==> src/rtl/rpe_pkg.sv <==
// ----------------------------------------------------------------------------
// rpe_pkg: shared definitions for the postfix expression evaluator
// Token codes and the command and status bundles between controller and
// datapath.
// ----------------------------------------------------------------------------
`default_nettype none

package rpe_pkg;

  // Token codes carried on the input tuser field.
  localparam logic [4:0] ACT_PUSH = 5'd0;
  localparam logic [4:0] ACT_LNOT = 5'd1;
  localparam logic [4:0] ACT_INV  = 5'd2;
  localparam logic [4:0] ACT_ADD  = 5'd3;
  localparam logic [4:0] ACT_SUB  = 5'd4;
  localparam logic [4:0] ACT_MUL  = 5'd5;
  localparam logic [4:0] ACT_DIV  = 5'd6;
  localparam logic [4:0] ACT_MOD  = 5'd7;
  localparam logic [4:0] ACT_AND  = 5'd8;
  localparam logic [4:0] ACT_OR   = 5'd9;
  localparam logic [4:0] ACT_XOR  = 5'd10;
  localparam logic [4:0] ACT_SHR  = 5'd11;
  localparam logic [4:0] ACT_SHL  = 5'd12;
  localparam logic [4:0] ACT_NE   = 5'd13;
  localparam logic [4:0] ACT_EQ   = 5'd14;
  localparam logic [4:0] ACT_LE   = 5'd15;
  localparam logic [4:0] ACT_GE   = 5'd16;
  localparam logic [4:0] ACT_LOR  = 5'd17;
  localparam logic [4:0] ACT_LAND = 5'd18;
  localparam logic [4:0] ACT_LT   = 5'd19;
  localparam logic [4:0] ACT_GT   = 5'd20;
  localparam logic [4:0] ACT_END  = 5'd21;

  // Operand width and divider step counter width.
  localparam int unsigned DATA_W  = 32;
  localparam int unsigned DIV_CNT_W = 5;

  // Commands from the controller to the datapath.
  typedef struct packed {
    logic latch;     // capture the accepted request
    logic disp;      // execute push, unary, end, or start a binary read
    logic alu;       // write the combinational ALU binary result
    logic div_init;  // load the divider
    logic div_step;  // one restoring division step
  } ctrl_cmd_t;

  // Status from the datapath to the controller.
  typedef struct packed {
    logic is_binary;
    logic is_divmod;
    logic is_end;
    logic bin_ok;    // at least two entries on the stack
    logic div_zero;  // right operand is zero
    logic div_last;  // final division step
    logic out_busy;  // output register holds a result that is not taken
  } dp_stat_t;

endpackage

`default_nettype wire

==> src/rtl/postfix_expression_evaluator.sv <==
// ----------------------------------------------------------------------------
// postfix_expression_evaluator: postfix token evaluator on a 32-bit stack
//
// Input channel: one request per token; in_tuser carries the token code and
// in_tdata the pushed value (ignored for operators). Output channel: one
// request per end token with the top of stack on out_tdata and an error
// flag on out_tuser.
// Sequencing: push, unary, end and ignored tokens need only the dispatch
// state; binary operators add an execute state that uses the second entry
// read from the stack RAM, and divide and modulo then run 32 steps of the
// restoring divider unless the divisor is zero. One token is in work at a
// time. An end token is written to the output register at its dispatch,
// which waits until that register is free.
// The output register is separate from the core, so tokens keep flowing
// while a result waits; only a second end token waits for it to be taken.
// Reset empties the stack, clears the error flag and drops any pending
// result; the stack RAM itself is not cleared.
// ----------------------------------------------------------------------------
`default_nettype none

module postfix_expression_evaluator #(
  parameter int unsigned STACK_DEPTH = 64
) (
  input  wire logic        clk,
  input  wire logic        rst_n,
  input  wire logic        in_tvalid,
  output logic             in_tready,
  input  wire logic [31:0] in_tdata,   // [31:0] operand
  input  wire logic [4:0]  in_tuser,   // [4:0] action
  output logic             out_tvalid,
  input  wire logic        out_tready,
  output logic [31:0]      out_tdata,  // [31:0] result_value
  output logic [0:0]       out_tuser   // [0] eval_error
);

  rpe_pkg::ctrl_cmd_t cmd;
  rpe_pkg::dp_stat_t  stat;
  logic               out_error;

  rpe_ctrl u_ctrl (
    .clk       (clk),
    .rst_n     (rst_n),
    .in_tvalid (in_tvalid),
    .in_tready (in_tready),
    .stat      (stat),
    .cmd       (cmd)
  );

  rpe_dp #(
    .STACK_DEPTH (STACK_DEPTH)
  ) u_dp (
    .clk        (clk),
    .rst_n      (rst_n),
    .in_action  (in_tuser),
    .in_operand (in_tdata),
    .cmd        (cmd),
    .stat       (stat),
    .out_valid  (out_tvalid),
    .out_ready  (out_tready),
    .out_value  (out_tdata),
    .out_error  (out_error)
  );

  assign out_tuser = out_error;

endmodule

`default_nettype wire

==> src/rtl/rpe_ram.sv <==
// ----------------------------------------------------------------------------
// rpe_ram: generic single-write, single-read RAM
// One write port and one read port with registered read data.
// ----------------------------------------------------------------------------
`default_nettype none

module rpe_ram #(
  parameter int unsigned WIDTH = 32,
  parameter int unsigned DEPTH = 64
) (
  input  wire logic                     clk,
  input  wire logic                     wr_en,
  input  wire logic [$clog2(DEPTH)-1:0] wr_addr,
  input  wire logic [WIDTH-1:0]         wr_data,
  input  wire logic                     rd_en,
  input  wire logic [$clog2(DEPTH)-1:0] rd_addr,
  output logic      [WIDTH-1:0]         rd_data
);

  logic [WIDTH-1:0] mem [DEPTH];

  // Write port and registered read port.
  always_ff @(posedge clk) begin
    if (wr_en) begin
      mem[wr_addr] <= wr_data;
    end
    if (rd_en) begin
      rd_data <= mem[rd_addr];
    end
  end

endmodule

`default_nettype wire

==> src/rtl/rpe_ctrl.sv <==
// ----------------------------------------------------------------------------
// rpe_ctrl: sequencer for the postfix expression evaluator
// Accepts one request at a time and steps the datapath through dispatch,
// operand read, execution and iterative division.
// ----------------------------------------------------------------------------
`default_nettype none

module rpe_ctrl (
  input  wire logic               clk,
  input  wire logic               rst_n,
  input  wire logic               in_tvalid,
  output logic                    in_tready,
  input  wire rpe_pkg::dp_stat_t  stat,
  output rpe_pkg::ctrl_cmd_t      cmd
);

  localparam logic [1:0] S_IDLE = 2'd0;
  localparam logic [1:0] S_DISP = 2'd1;
  localparam logic [1:0] S_EXEC = 2'd2;
  localparam logic [1:0] S_DIV  = 2'd3;

  logic [1:0] state_r;
  logic [1:0] state_nxt;

  // Next state and command decode.
  always_comb begin
    state_nxt = state_r;
    cmd       = '0;
    in_tready = 1'b0;
    case (state_r)
      S_IDLE: begin
        in_tready = 1'b1;
        if (in_tvalid) begin
          cmd.latch = 1'b1;
          state_nxt = S_DISP;
        end
      end
      S_DISP: begin
        // An end token waits until the output register is free.
        if (!(stat.is_end && stat.out_busy)) begin
          cmd.disp = 1'b1;
          if (stat.is_binary && stat.bin_ok) begin
            state_nxt = S_EXEC;
          end else begin
            state_nxt = S_IDLE;
          end
        end
      end
      S_EXEC: begin
        if (stat.is_divmod && !stat.div_zero) begin
          cmd.div_init = 1'b1;
          state_nxt    = S_DIV;
        end else begin
          cmd.alu   = 1'b1;
          state_nxt = S_IDLE;
        end
      end
      S_DIV: begin
        cmd.div_step = 1'b1;
        if (stat.div_last) begin
          state_nxt = S_IDLE;
        end
      end
      default: begin
        state_nxt = S_IDLE;
      end
    endcase
  end

  // State register.
  always_ff @(posedge clk) begin
    if (!rst_n) begin
      state_r <= S_IDLE;
    end else begin
      state_r <= state_nxt;
    end
  end

endmodule

`default_nettype wire

==> src/rtl/rpe_dp.sv <==
// ----------------------------------------------------------------------------
// rpe_dp: datapath of the postfix expression evaluator
// Top of stack in a register, lower entries in RAM, combinational ALU,
// radix-2 restoring divider and the output register.
// ----------------------------------------------------------------------------
`default_nettype none

module rpe_dp #(
  parameter int unsigned STACK_DEPTH = 64
) (
  input  wire logic               clk,
  input  wire logic               rst_n,
  input  wire logic [4:0]         in_action,
  input  wire logic [31:0]        in_operand,
  input  wire rpe_pkg::ctrl_cmd_t cmd,
  output rpe_pkg::dp_stat_t       stat,
  output logic                    out_valid,
  input  wire logic               out_ready,
  output logic [31:0]             out_value,
  output logic                    out_error
);

  localparam int unsigned DW = $clog2(STACK_DEPTH + 1);
  localparam int unsigned AW = $clog2(STACK_DEPTH);
  localparam int unsigned XW = rpe_pkg::DATA_W;
  localparam int unsigned CW = rpe_pkg::DIV_CNT_W;

  // Latched request.
  logic [4:0]    act_r;
  logic [XW-1:0] opd_r;

  // Stack state.
  logic [XW-1:0] tos_r,    tos_nxt;
  logic [DW-1:0] depth_r,  depth_nxt;
  logic          sticky_r, sticky_nxt;

  // Divider state.
  logic [XW-1:0] quo_r, quo_nxt;
  logic [XW-1:0] rem_r, rem_nxt;
  logic [CW-1:0] cnt_r, cnt_nxt;

  // Output register.
  logic          out_valid_r, out_valid_nxt;
  logic [XW-1:0] out_value_r;
  logic          out_error_r;

  // Decode and stack bookkeeping.
  logic          is_push, is_unary, is_binary, is_divmod, is_end;
  logic [DW-1:0] depth_m1, depth_m2;
  logic          full, empty;
  logic          ram_wr, ram_rd;
  logic [XW-1:0] ram_rdata;
  logic [XW-1:0] op_a, alu_res;
  logic          emit;

  // Divider step.
  logic [XW:0]   rem_sh, rem_diff;
  logic          rem_ge;
  logic [XW-1:0] step_quo, step_rem;

  assign is_push   = (act_r == rpe_pkg::ACT_PUSH);
  assign is_unary  = (act_r == rpe_pkg::ACT_LNOT) || (act_r == rpe_pkg::ACT_INV);
  assign is_binary = act_r inside {[rpe_pkg::ACT_ADD:rpe_pkg::ACT_GT]};
  assign is_divmod = (act_r == rpe_pkg::ACT_DIV) || (act_r == rpe_pkg::ACT_MOD);
  assign is_end    = (act_r == rpe_pkg::ACT_END);

  assign depth_m1 = depth_r - DW'(1);
  assign depth_m2 = depth_r - DW'(2);
  assign full     = (depth_r >= DW'(STACK_DEPTH));
  assign empty    = (depth_r == '0);

  // The old top moves into RAM on a push; the second entry is read for binaries.
  assign ram_wr = cmd.disp && is_push && !full && !empty;
  assign ram_rd = cmd.disp && is_binary && stat.bin_ok;
  assign emit   = cmd.disp && is_end;

  rpe_ram #(
    .WIDTH (XW),
    .DEPTH (STACK_DEPTH)
  ) u_stack_ram (
    .clk     (clk),
    .wr_en   (ram_wr),
    .wr_addr (depth_m1[AW-1:0]),
    .wr_data (tos_r),
    .rd_en   (ram_rd),
    .rd_addr (depth_m2[AW-1:0]),
    .rd_data (ram_rdata)
  );

  assign op_a = ram_rdata;

  // Combinational binary operators; divide and modulo here only cover a zero divisor.
  always_comb begin
    case (act_r)
      rpe_pkg::ACT_ADD:  alu_res = op_a + tos_r;
      rpe_pkg::ACT_SUB:  alu_res = op_a - tos_r;
      rpe_pkg::ACT_MUL:  alu_res = op_a * tos_r;
      rpe_pkg::ACT_AND:  alu_res = op_a & tos_r;
      rpe_pkg::ACT_OR:   alu_res = op_a | tos_r;
      rpe_pkg::ACT_XOR:  alu_res = op_a ^ tos_r;
      rpe_pkg::ACT_SHR:  alu_res = (tos_r < XW'(32)) ? (op_a >> tos_r[4:0]) : '0;
      rpe_pkg::ACT_SHL:  alu_res = (tos_r < XW'(32)) ? (op_a << tos_r[4:0]) : '0;
      rpe_pkg::ACT_NE:   alu_res = XW'(op_a != tos_r);
      rpe_pkg::ACT_EQ:   alu_res = XW'(op_a == tos_r);
      rpe_pkg::ACT_LE:   alu_res = XW'(op_a <= tos_r);
      rpe_pkg::ACT_GE:   alu_res = XW'(op_a >= tos_r);
      rpe_pkg::ACT_LOR:  alu_res = XW'((op_a != '0) || (tos_r != '0));
      rpe_pkg::ACT_LAND: alu_res = XW'((op_a != '0) && (tos_r != '0));
      rpe_pkg::ACT_LT:   alu_res = XW'(op_a < tos_r);
      rpe_pkg::ACT_GT:   alu_res = XW'(op_a > tos_r);
      default:           alu_res = op_a;
    endcase
  end

  // One restoring division step against the divisor held in the top register.
  assign rem_sh   = {rem_r, quo_r[XW-1]};
  assign rem_diff = rem_sh - {1'b0, tos_r};
  assign rem_ge   = !rem_diff[XW];
  assign step_rem = rem_ge ? rem_diff[XW-1:0] : rem_sh[XW-1:0];
  assign step_quo = {quo_r[XW-2:0], rem_ge};

  // Stack, divider and output next-state logic.
  always_comb begin
    tos_nxt       = tos_r;
    depth_nxt     = depth_r;
    sticky_nxt    = sticky_r;
    quo_nxt       = quo_r;
    rem_nxt       = rem_r;
    cnt_nxt       = cnt_r;
    out_valid_nxt = out_valid_r && !out_ready;

    if (cmd.disp) begin
      if (is_push) begin
        if (full) begin
          sticky_nxt = 1'b1;
        end else begin
          tos_nxt   = opd_r;
          depth_nxt = depth_r + DW'(1);
        end
      end else if (is_unary) begin
        if (empty) begin
          sticky_nxt = 1'b1;
        end else if (act_r == rpe_pkg::ACT_LNOT) begin
          tos_nxt = XW'(tos_r == '0);
        end else begin
          tos_nxt = ~tos_r;
        end
      end else if (is_binary) begin
        if (!stat.bin_ok) begin
          sticky_nxt = 1'b1;
        end
      end else if (is_end) begin
        out_valid_nxt = 1'b1;
        depth_nxt     = '0;
        sticky_nxt    = 1'b0;
      end
    end

    if (cmd.alu) begin
      tos_nxt   = alu_res;
      depth_nxt = depth_m1;
    end

    if (cmd.div_init) begin
      quo_nxt = op_a;
      rem_nxt = '0;
      cnt_nxt = '0;
    end

    if (cmd.div_step) begin
      quo_nxt = step_quo;
      rem_nxt = step_rem;
      cnt_nxt = cnt_r + CW'(1);
      if (stat.div_last) begin
        tos_nxt   = (act_r == rpe_pkg::ACT_MOD) ? step_rem : step_quo;
        depth_nxt = depth_m1;
      end
    end
  end

  // Control registers.
  always_ff @(posedge clk) begin
    if (!rst_n) begin
      depth_r     <= '0;
      sticky_r    <= 1'b0;
      out_valid_r <= 1'b0;
    end else begin
      depth_r     <= depth_nxt;
      sticky_r    <= sticky_nxt;
      out_valid_r <= out_valid_nxt;
    end
  end

  // Payload registers.
  always_ff @(posedge clk) begin
    if (cmd.latch) begin
      act_r <= in_action;
      opd_r <= in_operand;
    end
    if (emit) begin
      out_value_r <= empty ? '0 : tos_r;
      out_error_r <= sticky_r || (depth_r != DW'(1));
    end
    tos_r <= tos_nxt;
    quo_r <= quo_nxt;
    rem_r <= rem_nxt;
    cnt_r <= cnt_nxt;
  end

  // Status to the controller.
  always_comb begin
    stat.is_binary = is_binary;
    stat.is_divmod = is_divmod;
    stat.is_end    = is_end;
    stat.bin_ok    = (depth_r >= DW'(2));
    stat.div_zero  = (tos_r == '0);
    stat.div_last  = (cnt_r == {CW{1'b1}});
    stat.out_busy  = out_valid_r && !out_ready;
  end

  assign out_valid = out_valid_r;
  assign out_value = out_value_r;
  assign out_error = out_error_r;

  // The stack never grows past its configured depth.
  a_depth_bound: assert property (@(posedge clk) disable iff (!rst_n)
    depth_r <= DW'(STACK_DEPTH))
    else $error("stack depth exceeds capacity");

  // An end token leaves an empty stack and a clear sticky error.
  a_end_clears: assert property (@(posedge clk) disable iff (!rst_n)
    emit |=> (depth_r == '0) && !sticky_r && out_valid_r)
    else $error("end token did not reset the stack");

  // The divider is never started with a zero divisor.
  a_div_nonzero: assert property (@(posedge clk) disable iff (!rst_n)
    cmd.div_init |-> (tos_r != '0))
    else $error("divider started with zero divisor");

  // A result is never written over one that is still waiting.
  a_no_overwrite: assert property (@(posedge clk) disable iff (!rst_n)
    emit |-> !(out_valid_r && !out_ready))
    else $error("result overwritten while stalled");

endmodule

`default_nettype wire

==> config.mk <==
export PLATFORM = sky130hd
export DESIGN_NAME = postfix_expression_evaluator
export DESIGN_NICKNAME = d
export VERILOG_FILES = /design/src/rtl/rpe_pkg.sv /design/src/rtl/postfix_expression_evaluator.sv /design/src/rtl/rpe_ram.sv /design/src/rtl/rpe_ctrl.sv /design/src/rtl/rpe_dp.sv
export SDC_FILE = /design/constraint.sdc
export NUM_CORES = 2
export LEC_CHECK = 0
export BUFFER_PORTS_ARGS = -buffer_cell sky130_fd_sc_hd__buf_2
export CAP_MARGIN = 20
export CORE_UTILIZATION = 45
export DETAILED_ROUTE_END_ITERATION = 10
export PLACE_DENSITY_LB_ADDON = 0.12
export SLEW_MARGIN = 10
export SYNTH_ARGS = -nofsm -noshare
export SYNTH_HDL_FRONTEND = slang
export SYNTH_HIERARCHICAL = 1
export SYNTH_SLANG_ARGS = --single-unit
==> constraint.sdc <==
create_clock -name clk -period 25.9 [get_ports clk]
set_clock_uncertainty 0.2 [all_clocks]
set_input_delay 1.295 -clock clk [delete_from_list [all_inputs] [get_ports clk]]
set_output_delay 1.295 -clock clk [all_outputs]
set_load 0.01 [all_outputs]
==> flow_metrics.env <==
export IMPL_run_status="finished clean"
export IMPL_syn_inst=7367
export IMPL_cpPeakStageDelay_ns=0.73
export IMPL_globalplace_congestion=1.02
export IMPL_finalCritPeriodShare_pct=35.8
export IMPL_synth_edf_count=2219
export IMPL_hp_class="flip-flop to flip-flop"
export IMPL_drc=0
export IMPL_ys_seq_area_share_pct=59.8
export IMPL_drive_gt1_share_pct=19.1
export IMPL_placed_cell_area_sq_um=118000
export IMPL_critical_path_class="flip-flop to flip-flop"
export IMPL_hold_viol_final=0
export IMPL_maxSlewHeadroom_pct=12.2
export IMPL_die_h_microns=503
export IMPL_rr_worst_depth=24
export IMPL_worst_path_max_delay_cell="a211oi_1"
export IMPL_clkSinkCount=2262
export IMPL_critPathMaxFanout=17
export IMPL_syn_area_sq_um=113000
export IMPL_port_buffers=75
export IMPL_grt_pass1_wl_microns=544000
export IMPL_final_area_sq_um=126000
export IMPL_antenna_found_initial=20
export IMPL_min_to="u_dp/sticky_r"
export IMPL_core_area_sq_um=249000
export IMPL_worst_slew_pin_transition_ns=1.32
export IMPL_clk_path_buf_depth=3
export IMPL_tns_ns=0
export IMPL_initial_core_util_pct=45.3
export IMPL_die_area_sq_um=253000
export IMPL_max_cap_viol_count=0
export IMPL_dr_pass1_iters=9
export IMPL_overflow=0
export IMPL_ctsResizeCount=0
export IMPL_critPathBufInv=5
export IMPL_cts_root_buf="clkbuf_16"
export IMPL_clock_latency_ns=0.91
export IMPL_wire_per_inst_microns=35.3
export IMPL_cts_setup_buffers=0
export IMPL_rsz0062_at_grt="false"
export IMPL_worst_ep_arrival_time_ns=9.78
export IMPL_viasPerCell=6.40
export IMPL_ant_nets=0
export IMPL_initialDrtViolationCount=8817
export IMPL_crit_chain="buf_4 > inv_1 > nor2_1 > fa_1 > fa_1 > inv_1 > fa_1 > fa_1 > fa_1 > inv_1 > fa_1 > fa_1 > fa_1 > ha_1 > inv_1 > nor2_1 > nand3_1 > a211oi_1 > o2111ai_1 > a21boi_0 > o22ai_1 > xor2_1 > a221oi_1 > a221oi_1"
export IMPL_critPathTopFamily="adder cells"
export IMPL_yosysUniqueCellTypes=102
export IMPL_rows=183
export IMPL_stdcell_count=11019
export IMPL_wirelength_microns=389000
export IMPL_top_level_ports=76
export IMPL_grt_start_max_net_pins=130
export IMPL_syn_num_nets=8081
export IMPL_reg2reg_setup_slack_ns=16.64
export IMPL_cts_max_level=4
export IMPL_post_route_util_pct=50.5
export IMPL_ys_ff_latch=2262
export IMPL_numCtsBuffers=231
export IMPL_postSynth_asyncResetShare_pct=0
export IMPL_path_common_cell="fa_1"
export IMPL_grt_pass1_vias=69429
export IMPL_endpoint_kind="flip-flop"
export IMPL_min_from="u_dp/sticky_r"
export IMPL_layout_nets=8190
export IMPL_dp_cells=10570
export IMPL_hpwl_microns=242000
export IMPL_setup_violations=0
export IMPL_hold_depth=2
export IMPL_hold_buffers=0
export IMPL_syn_area_per_cell_sq_um=15.3
export IMPL_ys_flop_type="edfxtp_1"
export IMPL_cts_tree="done"
export IMPL_vias=70480
export IMPL_period_minus_slack_ns=9.26
export IMPL_yosys_warnings=6
export IMPL_worstSetupStartpointType="flip-flop"
export IMPL_path_clk_slew_ns=0.07
export IMPL_required_ns=26.42
export IMPL_r2r_start="u_dp/u_stack_ram/rd_data[10]"
export IMPL_drv_slew=0
export IMPL_syn2layout_area_growth_pct=11.4
export IMPL_dieWidth_microns=503
export IMPL_grt_util_all_layers_pct=30.9
export IMPL_reg2reg_to="u_dp/tos_r[31]"
export IMPL_fmax_ghz=0.108
==> synth_stat cells (all sizes together) (18+ instances only) <==
master	instances	share of area, %
nor2	722	2.4
and2	20	0.11
a221o	18	0.16
a31oi	21	0.12
nand4	20	0.11
fa	411	7.3
ha	262	2.9
nand3	62	0.28
nor4	26	0.15
a221oi	46	0.38
inv	480	1.6
and3	21	0.12
a21o	35	0.23
o2111ai	23	0.18
a22oi	37	0.25
nor3	78	0.35
o21a	20	0.13
dfxtp	43	0.76
o22ai	93	0.52
edfxtp	2219	59
buf	187	0.92
nor2b	37	0.21
a211oi	50	0.35
mux2	29	0.30
mux4	586	12
nand2	411	1.4
o211ai	51	0.35
or3	25	0.14
xnor2	85	0.66
o221ai	45	0.35
o21bai	21	0.14
a21oi	275	1.2
xor2	38	0.30
clkbuf	276	0.92
o21ai	202	0.90
mux2i	147	1.3
nand2b	38	0.21
nand3b	19	0.13
==> registers in the layout (all words and copies together), names as in the netlist, 7 cells and up <==
register                  cells
u_dp/rem_r                   32
u_dp/opd_r                   32
u_dp/depth_r                  7
u_dp/tos_r                   32
u_dp/u_stack_ram/rd_data     32
u_dp/out_value               32
u_dp/u_stack_ram/mem       2048
u_dp/quo_r                   32
==> worst min-delay path: cells and delay by family, from the launching register on <==
family / cells / cell delay (ns)
AO/OA/AOI/OAI: 1 / 0.04
AND/OR/NAND/NOR: 1 / 0.11
flip-flops: 1 / 0.33
==> area by class of cell <==
class / count / area, sq um
antenna: 13 / 32.5
timing repair buffer: 339 / 2500
multi-input combinational: 4151 / 42000
tap: 3330 / 4170
clock buffer: 280 / 6070
sequential: 2262 / 67600
inverter: 491 / 1860
fill: 20772 / 123000
clock inverter: 153 / 1510
==> layout by cell type, fill, tap and decap left out, types with 22 or more instances in the layout <==
cell type / instances
a211oi_1: 47
a21o_1: 35
a21oi_1: 273
a221oi_1: 44
a22oi_1: 37
buf_2: 75
buf_4: 254
bufinv_16: 22
clkbuf_1: 42
clkbuf_16: 234
clkinv_1: 63
clkinv_2: 50
edfxtp_1: 2219
fa_1: 411
ha_1: 262
inv_1: 466
mux2_2: 25
mux2i_1: 147
mux4_2: 586
nand2_1: 410
nand2b_1: 35
nand3_1: 62
nor2_1: 656
nor2_4: 64
nor2b_1: 36
nor3_1: 72
nor4_1: 25
o2111ai_1: 23
o211ai_1: 49
o21ai_0: 185
o221ai_1: 44
o22ai_1: 93
or3_1: 25
xnor2_1: 84
xor2_1: 36
==> stage by stage <==
stage | hold WS (ns) | setup slack, ns
floorplan | 0.262 | 16.97
global placement | 0.303 | 16.95
detailed placement | 0.310 | 16.80
CTS | 0.307 | 16.74
global route | 0.341 | 16.37
finish | 0.330 | 16.64
==> worst max path at each step <==
stage,startpoint,to,slack (ns),depth (start not counted)
after detailed placement,u_dp/tos_r[13],u_dp/tos_r[31],16.80,23
final,u_dp/u_stack_ram/rd_data[10],u_dp/tos_r[31],16.64,24
after floorplan,u_dp/tos_r[2],u_dp/tos_r[30],16.97,29
after CTS,u_dp/tos_r[13],u_dp/tos_r[31],16.74,23
after global placement,u_dp/tos_r[13],u_dp/tos_r[31],16.95,23
after global routing,u_dp/tos_r[5],u_dp/tos_r[31],16.37,25
==> logic make-up (layout without fill, tap and decap cells) <==
family	count (synthesis)	after routing	share of synthesized area, %
other	0	13	0
adders and majority gates	673	673	10.2
xor gates and xnor gates	123	123	0.955
buffers and inverters	954	1263	3.47
DFF	2262	2262	59.8
and+or+nand+nor	1523	1523	5.87
muxes	762	762	13.3
AOI/OAI and AO/OA	1070	1070	6.38
==> metal layers <==
layer	GRT usage (%)	part of all wire, %	up-vias
li1	-	-	28257
met1	43.7	41	37568
met2	46.3	45	3886
met3	6.29	9.5	763
met4	13.9	5.1	6
met5	0.457	0.048	-
Power is not shown: default switching activity piles up to over one toggle a cycle in this logic, so the estimate is an artifact.
